## src/rtl/core/rre_pkg.sv

```systemverilog
// ============================================================================
// rre_pkg
// Shared types, constants and the control store of the breath rate estimator.
// ============================================================================
package rre_pkg;

    // Configuration register indexes
    localparam logic [1:0] CFG_FAST_ALPHA     = 2'd0;
    localparam logic [1:0] CFG_PEAK_THRESHOLD = 2'd1;
    localparam logic [1:0] CFG_WINDOW_MS      = 2'd2;

    localparam logic [15:0] FAST_ALPHA_RST     = 16'd6554;
    localparam logic [15:0] PEAK_THRESHOLD_RST = 16'd334;
    localparam logic [19:0] WINDOW_MS_RST      = 20'd30000;

    // Baseline weight, about 0.01 in Q0.16
    localparam logic signed [17:0] BASE_WEIGHT = 18'sd655;
    // Twice the milliseconds per minute, for rounded division
    localparam logic signed [17:0] TWO_MS_PER_MIN = 18'sd120000;

    localparam logic [7:0]  RATE_MAX  = 8'hFF;
    localparam logic [15:0] COUNT_MAX = 16'hFFFF;

    // Quotient bits: eight rate bits plus one overflow bit
    localparam int unsigned QUO_W = 9;

    typedef logic [3:0] t_pc;

    localparam t_pc S_IDLE       = 4'd0;
    localparam t_pc S_PRIME      = 4'd1;
    localparam t_pc S_MUL_FAST   = 4'd2;
    localparam t_pc S_ADD_FAST   = 4'd3;
    localparam t_pc S_MUL_BASE   = 4'd4;
    localparam t_pc S_ADD_BASE   = 4'd5;
    localparam t_pc S_THRESH     = 4'd6;
    localparam t_pc S_WIN_CHK    = 4'd7;
    localparam t_pc S_ZERO_CHK   = 4'd8;
    localparam t_pc S_MUL_CNT    = 4'd9;
    localparam t_pc S_DIV_INIT   = 4'd10;
    localparam t_pc S_DIV_STEP   = 4'd11;
    localparam t_pc S_CLOSE_DIV  = 4'd12;
    localparam t_pc S_CLOSE_ZERO = 4'd13;
    localparam t_pc S_EMIT       = 4'd15;

    typedef enum logic [3:0] {
        U_NOP,
        U_LOAD,
        U_PRIME,
        U_MUL_FAST,
        U_ADD_FAST,
        U_MUL_BASE,
        U_ADD_BASE,
        U_THRESH,
        U_MUL_CNT,
        U_DIV_INIT,
        U_DIV_STEP,
        U_CLOSE_DIV,
        U_CLOSE_ZERO,
        U_EMIT
    } t_uop;

    typedef enum logic [2:0] {
        C_NEVER,
        C_ALWAYS,
        C_NO_IN,
        C_NO_CLOSE,
        C_EL_ZERO,
        C_DIV_MORE,
        C_OUT_BUSY
    } t_ucond;

    typedef struct packed {
        t_uop   op;
        t_ucond cond;
        t_pc    target;
    } t_uword;

    // Control store: jump to target when cond holds, else step on.
    // The emit step sits last so that stepping on wraps to idle.
    function automatic t_uword rom(input t_pc pc);
        t_uword w;
        case (pc)
            S_IDLE:       w = '{U_LOAD,       C_NO_IN,    S_IDLE};
            S_PRIME:      w = '{U_PRIME,      C_NEVER,    S_IDLE};
            S_MUL_FAST:   w = '{U_MUL_FAST,   C_NEVER,    S_IDLE};
            S_ADD_FAST:   w = '{U_ADD_FAST,   C_NEVER,    S_IDLE};
            S_MUL_BASE:   w = '{U_MUL_BASE,   C_NEVER,    S_IDLE};
            S_ADD_BASE:   w = '{U_ADD_BASE,   C_NEVER,    S_IDLE};
            S_THRESH:     w = '{U_THRESH,     C_NEVER,    S_IDLE};
            S_WIN_CHK:    w = '{U_NOP,        C_NO_CLOSE, S_EMIT};
            S_ZERO_CHK:   w = '{U_NOP,        C_EL_ZERO,  S_CLOSE_ZERO};
            S_MUL_CNT:    w = '{U_MUL_CNT,    C_NEVER,    S_IDLE};
            S_DIV_INIT:   w = '{U_DIV_INIT,   C_NEVER,    S_IDLE};
            S_DIV_STEP:   w = '{U_DIV_STEP,   C_DIV_MORE, S_DIV_STEP};
            S_CLOSE_DIV:  w = '{U_CLOSE_DIV,  C_ALWAYS,   S_EMIT};
            S_CLOSE_ZERO: w = '{U_CLOSE_ZERO, C_ALWAYS,   S_EMIT};
            S_EMIT:       w = '{U_EMIT,       C_OUT_BUSY, S_EMIT};
            default:      w = '{U_NOP,        C_ALWAYS,   S_IDLE};
        endcase
        return w;
    endfunction

endpackage

```

## src/rtl/core/rre_in_if.sv

```systemverilog
// ============================================================================
// rre_in_if
// Sample channel: one accelerometer reading with its timestamp per item.
// ============================================================================
interface rre_in_if;
    logic               valid;
    logic               ready;
    logic signed [15:0] accel_z;
    logic [31:0]        time_ms;

    modport source (output valid, output accel_z, output time_ms, input ready);
    modport sink   (input valid, input accel_z, input time_ms, output ready);
endinterface

```

## src/rtl/core/rre_out_if.sv

```systemverilog
// ============================================================================
// rre_out_if
// Result channel: rate, flags and deviation for each sample.
// ============================================================================
interface rre_out_if;
    logic               valid;
    logic               ready;
    logic [7:0]         breath_rate;
    logic               rate_updated;
    logic               breath_seen;
    logic signed [16:0] deviation;

    modport source (output valid, output breath_rate, output rate_updated,
                    output breath_seen, output deviation, input ready);
    modport sink   (input valid, input breath_rate, input rate_updated,
                    input breath_seen, input deviation, output ready);
endinterface

```

## src/rtl/core/respiratory_rate_estimator_unit.sv

```systemverilog
// ============================================================================
// respiratory_rate_estimator_unit
// Breath rate from Z-axis acceleration: fast and baseline moving averages,
// threshold crossing count and a per-window rate, run by a small microprogram.
// ============================================================================
// One sample item is handled at a time. Its result is presented by the emit
// step, after which the sequencer returns to idle. A window close with zero
// elapsed time adds the zero check and its close step; a normal close
// adds the zero check, the count multiply, the divider set-up, nine
// compare-subtract steps of the rate division and the close step. All
// multiplications share one 33x18 multiplier, one step each. The result
// sits in an output register, so the next item may be accepted while it
// waits; the sequencer holds on its emit step only if the previous result
// has not yet been taken. Configuration takes effect from the next item
// only if the user writes it while idle; the block does not enforce this.
module respiratory_rate_estimator_unit (
    input  logic        i_clk,
    input  logic        i_rst_n,
    input  logic        i_cfg_we,
    input  logic [1:0]  i_cfg_idx,
    input  logic [19:0] i_cfg_data,
    rre_in_if.sink      i_in,
    rre_out_if.source   o_out
);

    // Control and state
    rre_pkg::t_pc       r_pc;
    logic               r_primed;
    logic               r_above;
    logic [15:0]        r_count;
    logic [31:0]        r_wstart;
    logic [7:0]         r_rate;
    logic signed [31:0] r_fast;
    logic signed [31:0] r_base;
    logic [15:0]        r_alpha;
    logic [15:0]        r_thr;
    logic [19:0]        r_window;
    logic               r_out_valid;

    // Datapath
    logic signed [15:0] r_sample;
    logic [31:0]        r_now;
    logic signed [50:0] r_prod;
    logic [31:0]        r_elapsed;
    logic [33:0]        r_rem;
    logic [40:0]        r_dvs;
    logic [rre_pkg::QUO_W-1:0] r_quo;
    logic [3:0]         r_bit;
    logic               r_seen;
    logic               r_updated;
    logic signed [16:0] r_dev;

    // Output payload
    logic [7:0]         r_o_rate;
    logic               r_o_updated;
    logic               r_o_seen;
    logic signed [16:0] r_o_dev;

    rre_pkg::t_uword    uw;
    rre_pkg::t_pc       n_pc;
    logic               take;
    logic               out_free;
    logic signed [31:0] sample_q;
    logic signed [32:0] mul_a;
    logic signed [17:0] mul_b;
    logic signed [50:0] mul_p;
    logic signed [50:0] prod_rnd;
    logic [31:0]        ema_inc;
    logic signed [32:0] dev_q;
    logic signed [33:0] dev_rnd;
    logic [17:0]        dev_i;
    logic signed [16:0] dev_sat;
    logic               above;
    logic               crossing;
    logic               div_ge;

    assign uw       = rre_pkg::rom(r_pc);
    assign out_free = !r_out_valid || o_out.ready;
    assign sample_q = {r_sample, 16'h0000};

    always_comb begin
        case (uw.op)
            rre_pkg::U_MUL_FAST: begin
                mul_a = {sample_q[31], sample_q} - {r_fast[31], r_fast};
                mul_b = {2'b00, r_alpha};
            end
            rre_pkg::U_MUL_BASE: begin
                mul_a = {r_fast[31], r_fast} - {r_base[31], r_base};
                mul_b = rre_pkg::BASE_WEIGHT;
            end
            rre_pkg::U_MUL_CNT: begin
                mul_a = {17'h00000, r_count};
                mul_b = rre_pkg::TWO_MS_PER_MIN;
            end
            default: begin
                mul_a = '0;
                mul_b = '0;
            end
        endcase
    end

    assign mul_p    = mul_a * mul_b;
    // round half up, then only the low word matters for the wrapped sum
    assign prod_rnd = r_prod + 51'sd32768;
    assign ema_inc  = prod_rnd[47:16];

    assign dev_q   = {r_fast[31], r_fast} - {r_base[31], r_base};
    assign dev_rnd = {dev_q[32], dev_q} + 34'sd32768;
    assign dev_i   = dev_rnd[33:16];
    assign above   = dev_q > $signed({1'b0, r_thr, 16'h0000});
    assign crossing = above && !r_above;

    always_comb begin
        if (dev_i[17] != dev_i[16]) begin
            dev_sat = dev_i[17] ? 17'sh10000 : 17'sh0FFFF;
        end else begin
            dev_sat = dev_i[16:0];
        end
    end

    assign div_ge = {7'h00, r_rem} >= r_dvs;

    always_comb begin
        case (uw.cond)
            rre_pkg::C_NEVER:    take = 1'b0;
            rre_pkg::C_ALWAYS:   take = 1'b1;
            rre_pkg::C_NO_IN:    take = !i_in.valid;
            rre_pkg::C_NO_CLOSE: take = r_elapsed < {12'h000, r_window};
            rre_pkg::C_EL_ZERO:  take = r_elapsed == 32'h0;
            rre_pkg::C_DIV_MORE: take = r_bit != 4'd0;
            rre_pkg::C_OUT_BUSY: take = !out_free;
            default:             take = 1'b0;
        endcase
        n_pc = take ? uw.target : r_pc + 4'd1;
    end

    assign i_in.ready         = (r_pc == rre_pkg::S_IDLE);
    assign o_out.valid        = r_out_valid;
    assign o_out.breath_rate  = r_o_rate;
    assign o_out.rate_updated = r_o_updated;
    assign o_out.breath_seen  = r_o_seen;
    assign o_out.deviation    = r_o_dev;

    always_ff @(posedge i_clk) begin
        if (!i_rst_n) begin
            r_pc        <= rre_pkg::S_IDLE;
            r_primed    <= 1'b0;
            r_above     <= 1'b0;
            r_count     <= '0;
            r_wstart    <= '0;
            r_rate      <= '0;
            r_fast      <= '0;
            r_base      <= '0;
            r_alpha     <= rre_pkg::FAST_ALPHA_RST;
            r_thr       <= rre_pkg::PEAK_THRESHOLD_RST;
            r_window    <= rre_pkg::WINDOW_MS_RST;
            r_out_valid <= 1'b0;
        end else begin
            r_pc <= n_pc;

            if (i_cfg_we) begin
                case (i_cfg_idx)
                    rre_pkg::CFG_FAST_ALPHA:     r_alpha  <= i_cfg_data[15:0];
                    rre_pkg::CFG_PEAK_THRESHOLD: r_thr    <= i_cfg_data[15:0];
                    rre_pkg::CFG_WINDOW_MS:      r_window <= i_cfg_data;
                    default: ;
                endcase
            end

            case (uw.op)
                rre_pkg::U_PRIME: begin
                    if (!r_primed) begin
                        r_fast   <= sample_q;
                        r_base   <= sample_q;
                        r_wstart <= r_now;
                        r_primed <= 1'b1;
                    end
                end
                rre_pkg::U_ADD_FAST: r_fast <= r_fast + ema_inc;
                rre_pkg::U_ADD_BASE: r_base <= r_base + ema_inc;
                rre_pkg::U_THRESH: begin
                    r_above <= above;
                    if (crossing && r_count != rre_pkg::COUNT_MAX) begin
                        r_count <= r_count + 16'd1;
                    end
                end
                rre_pkg::U_CLOSE_DIV: begin
                    r_rate   <= r_quo[rre_pkg::QUO_W-1] ? rre_pkg::RATE_MAX : r_quo[7:0];
                    r_count  <= '0;
                    r_wstart <= r_now;
                end
                rre_pkg::U_CLOSE_ZERO: begin
                    r_rate   <= (r_count != 16'h0) ? rre_pkg::RATE_MAX : 8'h00;
                    r_count  <= '0;
                    r_wstart <= r_now;
                end
                default: ;
            endcase

            if (uw.op == rre_pkg::U_EMIT && out_free) begin
                r_out_valid <= 1'b1;
            end else if (o_out.ready) begin
                r_out_valid <= 1'b0;
            end
        end
    end

    always_ff @(posedge i_clk) begin
        case (uw.op)
            rre_pkg::U_LOAD: begin
                if (i_in.valid) begin
                    r_sample <= i_in.accel_z;
                    r_now    <= i_in.time_ms;
                end
            end
            rre_pkg::U_MUL_FAST,
            rre_pkg::U_MUL_BASE,
            rre_pkg::U_MUL_CNT: r_prod <= mul_p;
            rre_pkg::U_THRESH: begin
                r_seen    <= crossing;
                r_updated <= 1'b0;
                r_elapsed <= r_now - r_wstart;
                r_dev     <= dev_sat;
            end
            rre_pkg::U_DIV_INIT: begin
                // count*120000 + elapsed over 2*elapsed, top divisor shifted by eight
                r_rem <= r_prod[33:0] + {2'b00, r_elapsed};
                r_dvs <= {r_elapsed, 9'h000};
                r_quo <= '0;
                r_bit <= 4'd8;
            end
            rre_pkg::U_DIV_STEP: begin
                if (div_ge) begin
                    r_rem <= r_rem - r_dvs[33:0];
                end
                r_quo <= {r_quo[rre_pkg::QUO_W-2:0], div_ge};
                r_dvs <= {1'b0, r_dvs[40:1]};
                r_bit <= r_bit - 4'd1;
            end
            rre_pkg::U_CLOSE_DIV,
            rre_pkg::U_CLOSE_ZERO: r_updated <= 1'b1;
            rre_pkg::U_EMIT: begin
                if (out_free) begin
                    r_o_rate    <= r_rate;
                    r_o_updated <= r_updated;
                    r_o_seen    <= r_seen;
                    r_o_dev     <= r_dev;
                end
            end
            default: ;
        endcase
    end

    // A new result only ever comes from the emit step
    a_out_from_emit: assert property (@(posedge i_clk) disable iff (!i_rst_n)
        $rose(r_out_valid) |-> $past(r_pc) == rre_pkg::S_EMIT)
        else $error("result raised outside emit step");

    // A held result keeps the sequencer on its emit step
    a_emit_holds: assert property (@(posedge i_clk) disable iff (!i_rst_n)
        (r_pc == rre_pkg::S_EMIT && r_out_valid && !o_out.ready) |=>
        r_pc == rre_pkg::S_EMIT)
        else $error("emit step left while output busy");

    // Divide loop stays within its nine steps
    a_div_bound: assert property (@(posedge i_clk) disable iff (!i_rst_n)
        r_pc == rre_pkg::S_DIV_STEP |-> r_bit <= 4'd8)
        else $error("divide step counter out of range");

    // A window close always clears the breath count
    a_close_clears: assert property (@(posedge i_clk) disable iff (!i_rst_n)
        (uw.op == rre_pkg::U_CLOSE_DIV || uw.op == rre_pkg::U_CLOSE_ZERO) |=>
        r_count == 16'h0)
        else $error("breath count not cleared on window close");

endmodule

```

## src/flat_wrapper.sv

```systemverilog
// flat-port wrapper written by rule: the top's interface ports become plain ports
module respiratory_rate_estimator_unit_flat 
  (i_clk, i_rst_n, i_cfg_we, i_cfg_idx, i_cfg_data, i_in_valid, i_in_accel_z, i_in_time_ms, i_in_ready, o_out_valid, o_out_breath_rate, o_out_rate_updated, o_out_breath_seen, o_out_deviation, o_out_ready);
  rre_in_if i_in_i ();
  rre_out_if o_out_i ();
  input  logic i_clk;
  input  logic i_rst_n;
  input  logic i_cfg_we;
  input  logic [1:0] i_cfg_idx;
  input  logic [19:0] i_cfg_data;
  input wire logic [$bits(i_in_i.valid)-1:0] i_in_valid;
  input wire logic [$bits(i_in_i.accel_z)-1:0] i_in_accel_z;
  input wire logic [$bits(i_in_i.time_ms)-1:0] i_in_time_ms;
  output wire logic [$bits(i_in_i.ready)-1:0] i_in_ready;
  output wire logic [$bits(o_out_i.valid)-1:0] o_out_valid;
  output wire logic [$bits(o_out_i.breath_rate)-1:0] o_out_breath_rate;
  output wire logic [$bits(o_out_i.rate_updated)-1:0] o_out_rate_updated;
  output wire logic [$bits(o_out_i.breath_seen)-1:0] o_out_breath_seen;
  output wire logic [$bits(o_out_i.deviation)-1:0] o_out_deviation;
  input wire logic [$bits(o_out_i.ready)-1:0] o_out_ready;
  assign i_in_i.valid = i_in_valid;
  assign i_in_i.accel_z = i_in_accel_z;
  assign i_in_i.time_ms = i_in_time_ms;
  assign i_in_ready = i_in_i.ready;
  assign o_out_valid = o_out_i.valid;
  assign o_out_breath_rate = o_out_i.breath_rate;
  assign o_out_rate_updated = o_out_i.rate_updated;
  assign o_out_breath_seen = o_out_i.breath_seen;
  assign o_out_deviation = o_out_i.deviation;
  assign o_out_i.ready = o_out_ready;
  respiratory_rate_estimator_unit u_core (.i_clk(i_clk), .i_rst_n(i_rst_n), .i_cfg_we(i_cfg_we), .i_cfg_idx(i_cfg_idx), .i_cfg_data(i_cfg_data), .i_in(i_in_i), .o_out(o_out_i));
endmodule
```

## config.mk

```make
export PLATFORM = sky130hd
export DESIGN_NAME = respiratory_rate_estimator_unit_flat
export DESIGN_NICKNAME = d
export VERILOG_FILES = /design/src/rtl/core/rre_pkg.sv /design/src/rtl/core/rre_in_if.sv /design/src/rtl/core/rre_out_if.sv /design/src/rtl/core/respiratory_rate_estimator_unit.sv /design/src/flat_wrapper.sv
export SDC_FILE = /design/constraint.sdc
export NUM_CORES = 2
export LEC_CHECK = 0
export BUFFER_PORTS_ARGS = -buffer_cell sky130_fd_sc_hd__buf_2
export CAP_MARGIN = 20
export CORE_MARGIN = 1
export CORE_UTILIZATION = 30
export DETAILED_ROUTE_END_ITERATION = 12
export GPL_ROUTABILITY_DRIVEN = 0
export PLACE_DENSITY_LB_ADDON = 0.1
export SYNTH_ARGS = -nofsm -noshare
export SYNTH_HDL_FRONTEND = slang
export SYNTH_SLANG_ARGS = --single-unit
export TNS_END_PERCENT = 10
```

## constraint.sdc

```tcl
create_clock -name i_clk -period 12.35 [get_ports i_clk]
set_input_delay 1.8525 -clock i_clk [delete_from_list [all_inputs] [get_ports i_clk]]
set_output_delay 1.8525 -clock i_clk [all_outputs]
set_load 0.02 [all_outputs]
```

==> results.md <==
* Yosys reg bits at 451
* CTS resizes at 0
* GRT Util Overall at 21.2%
* Post-synthesis adder-cell area fraction at 31.4%
* Max Slew Vio Count at 0
* Die Ht at 402 um
* Pwr Density at 163 nW/um^2
* WP data arrival at 11.06 ns
* CP peak stage delay at 0.57 ns
* Port bufs at 103
* Synth warn at 0
* Finish-stage setup viols at 0
* Period minus WS final at 10.69 ns
* Clk sink count at 451
* Ys async rst share at 0%
* Critical Path Slowest Stage Cell: fa_1
* Maximum VDD drop at 0.0000953 V
* Startpoint types: flip-flop
* Initial DRC count at 2977
* Setup crit end kind: flip-flop
* Tcrit/Tclk final at 86.6%
* Routed len/inst at 22.5 um
* Main combinational cell family by area after synthesis: adder cells
* Initial antenna violation count at 5
* Drc violations at 0
* Hold path depth at 0
* Slew of the pin with the lowest slew margin at 1.12 ns
* Layout cell share with drive strength beyond 1 at 6.89%
* Top achievable clock speed at 0.0936 GHz
* Yosys cell types at 100
* Nets at 6501
* Maximum number of pins on one net before global-route repair at 76
* Sequential cell area at 11700 um^2
* CTS Hold Bufs at 0
* Synthesis-to-layout area growth at 10.4%
* Post-synth top flop: edfxtp_1
* Io pins at 104
* Post-synth EDFFs at 262
* Worst r2r dst: u_core.r_prod[47]
* Mean post-synth cell area at 8.78 um^2
* Sum Neg Setup Slack at 0 ns
* Core Area at 159000 um^2
* Gate Count Post-Synth at 5464
* Cell mode on critical path: fa_1
* Worst hold endpoint: u_core.o_out.rate_updated
* ANT cells at 0
* Worst-skew pair later-pin latency at 0.64 ns
* FF-to-FF path depth at 35
* Global-route wire length before repair at 256 mm
* Synth Area in Simple Gates at 16.8%
* Overall Power at 8.61 mW
* Drt total wl at 172 mm
* Hold Startpoint: u_core.r_updated
* DRT antenna net count at 0
* Row cnt at 146
* Post-Syn Area at 48000 um^2
* Detailed Place HPWL at 137 mm
* Area fraction in compound gates after synthesis at 14.1%
* Seq/Total Area, Yosys at 24.3%
* Post-Synth XOR/XNOR Area at 5.09%
* Multiplexer area fraction after synthesis at 0.274%
* DR vias at 38600
* RSZ-0062 raised after global routing: false
* Vias per cell at 5.05
* FF-to-FF Start: u_core.r_fast[0]
* Final Hold Viols at 0
* Bufs on Longest Clock Path at 3
* Multi-input logic area at 32700 um^2
* Initial core utilization at 30.2%
* CP required at 12.73 ns
* Crit path max fanout at 16
* Die area at 161000 um^2
* Setup repair bufs after CTS at 0
* Crit path kind: flip-flop to flip-flop
* Max Cap Viol at 0
* Hold WC Path Type: flip-flop to flip-flop
* Die Wd at 402 um
* R2R setup slack at 1.66 ns
* Fillcell total at 16600
* H-tree Lvls at 2
* Root Buffer: clkbuf_16
* Rel. slew slack at 25.3%
* First-pass iteration count of the detailed router at 5
* Final setup skew at 0.0224 ns
* CTS buffer count at 52
* Number of global-route vias before repair at 38700
* Status: finished, final reports clean
* GR Overflow Total at 0
* CTS tree: yes
* Clk pin slew, worst setup/hold paths at 0.07 ns
* Leakage at 23.4 nW
[where the power goes]
part | internal [mW] | switching (mW) | total (mW)
Sequential | 1.86 | 0.192 | 2.06
Clock | 0.899 | 0.711 | 1.61
Combinational | 1.72 | 3.22 | 4.94
[critical path, delay by kind of cell, from the launching register on]
| family | cells | cell delay [ns] |
|---|---|---|
| adders and majority gates | 9 | 4.15 |
| and+or+nand+nor | 5 | 0.89 |
| AOI/OAI and AO/OA | 11 | 3.17 |
| buffers and inverters | 7 | 0.91 |
| DFF | 1 | 0.41 |
| xor gates and xnor gates | 3 | 0.84 |
[metrics by stage]
| step | hold slack [ns] | cell area (um^2) | worst slack, ns | util [%] | std cells |
|---|---|---|---|---|---|
| 2_1_floorplan | 0.400 | 48000 | 3.30 | - | 5478 |
| 3_3_place_gp | 0.406 | 51200 | 1.82 | 32.3 | 7548 |
| 3_5_place_dp | 0.411 | 51200 | 1.66 | 32.3 | 7550 |
| 4_1_cts | 0.425 | 52900 | 1.64 | 33.4 | 7647 |
| 5_1_grt | 0.426 | 53000 | 0.977 | 33.4 | 7649 |
| 6_report | 0.424 | 53000 | 1.66 | 33.4 | 7649 |
[routing by layer]
metal | global-route usage [%] | wire length [um] | part of all wire (%)
met3 | 3.29 | 10500 | 6.1
met4 | 5.00 | 4210 | 2.4
met1 | 31.1 | 83200 | 48
met5 | 0 | 13 | 0.0075
met2 | 32.3 | 74300 | 43
[placed cells by master (no fill, tap or decap), drive strengths merged, types with 16 or more instances in the layout]
cell    instances
nand2         640
a21o          115
ha            370
inv           845
or3            36
dfxtp         189
a221oi         21
nor4           28
and4           16
nor2          574
xnor2         185
a211oi         21
clkbuf         63
clkinv         18
nand4          45
o21bai         29
and3           58
nor2b          42
or2            31
o21ai         186
a31oi          46
edfxtp        262
and2           22
buf           179
a21oi         343
o21a           41
a22oi          31
fa            522
nand2b         68
nand3         103
o211ai         30
xor2           93
nor3           66
[cell families after synthesis]
kind of cell	count (synthesis)
other	1
AND/OR/NAND/NOR	1772
multiplexers	13
XOR/XNOR	278
buffers and inverters	1017
AO/OA/AOI/OAI	1040
adder cells (fa/ha/maj)	892
flip-flops	451
[cell type report]
| cell class | count | share of cell area [%] |
|---|---|---|
| multi-input cells | 4010 | 61.8 |
| clock buffers | 63 | 2.65 |
| inverters | 840 | 5.96 |
| clock inverters | 34 | 0.612 |
| flip-flops and latches | 451 | 22.0 |
| repair buffers | 179 | 2.09 |
| well taps | 2072 | 4.90 |
[synth_stat cells (58+ instances only)]
library cell / n / area (um^2)
ha_1: 370 / 4630
edfxtp_1: 262 / 7870
a21o_1: 115 / 863
dfxtp_1: 189 / 3780
and3_1: 58 / 363
o21ai_0: 170 / 851
clkbuf_1: 158 / 593
nor2_1: 567 / 2130
nand2b_1: 68 / 425
nor3_1: 62 / 310
a21oi_1: 342 / 1710
nand2_1: 639 / 2400
fa_1: 522 / 10500
inv_1: 840 / 3150
xnor2_1: 185 / 1620
nand3_1: 102 / 510
xor2_1: 92 / 806
[worst max-delay path by stage]
stage | startpoint | depth (start not counted) | end
after floorplan | u_core.r_fast[0] | 34 | u_core.r_prod[47]
after global placement | u_core.r_fast[1] | 31 | u_core.r_prod[46]
after detailed placement | u_core.r_fast[1] | 31 | u_core.r_prod[46]
after CTS | u_core.r_fast[1] | 31 | u_core.r_prod[46]
after global routing | u_core.r_fast[0] | 35 | u_core.r_prod[47]
final | u_core.r_fast[0] | 35 | u_core.r_prod[47]
[flip-flops by register name, indices dropped and copies added (netlist names), 9 cells and up]
signal,count
u_core.r_prod,48
u_core.r_dvs,41
u_core.r_rem,34
u_core.r_base,32
u_core.r_elapsed,32
u_core.r_fast,32
u_core.r_now,32
u_core.r_wstart,32
u_core.r_window,20
u_core.o_out.deviation,17
u_core.r_dev,17
u_core.r_alpha,16
u_core.r_count,16
u_core.r_sample,16
u_core.r_thr,16
u_core.uw,10
u_core.r_quo,9
Note: power is estimated with default switching activity, not from simulation.
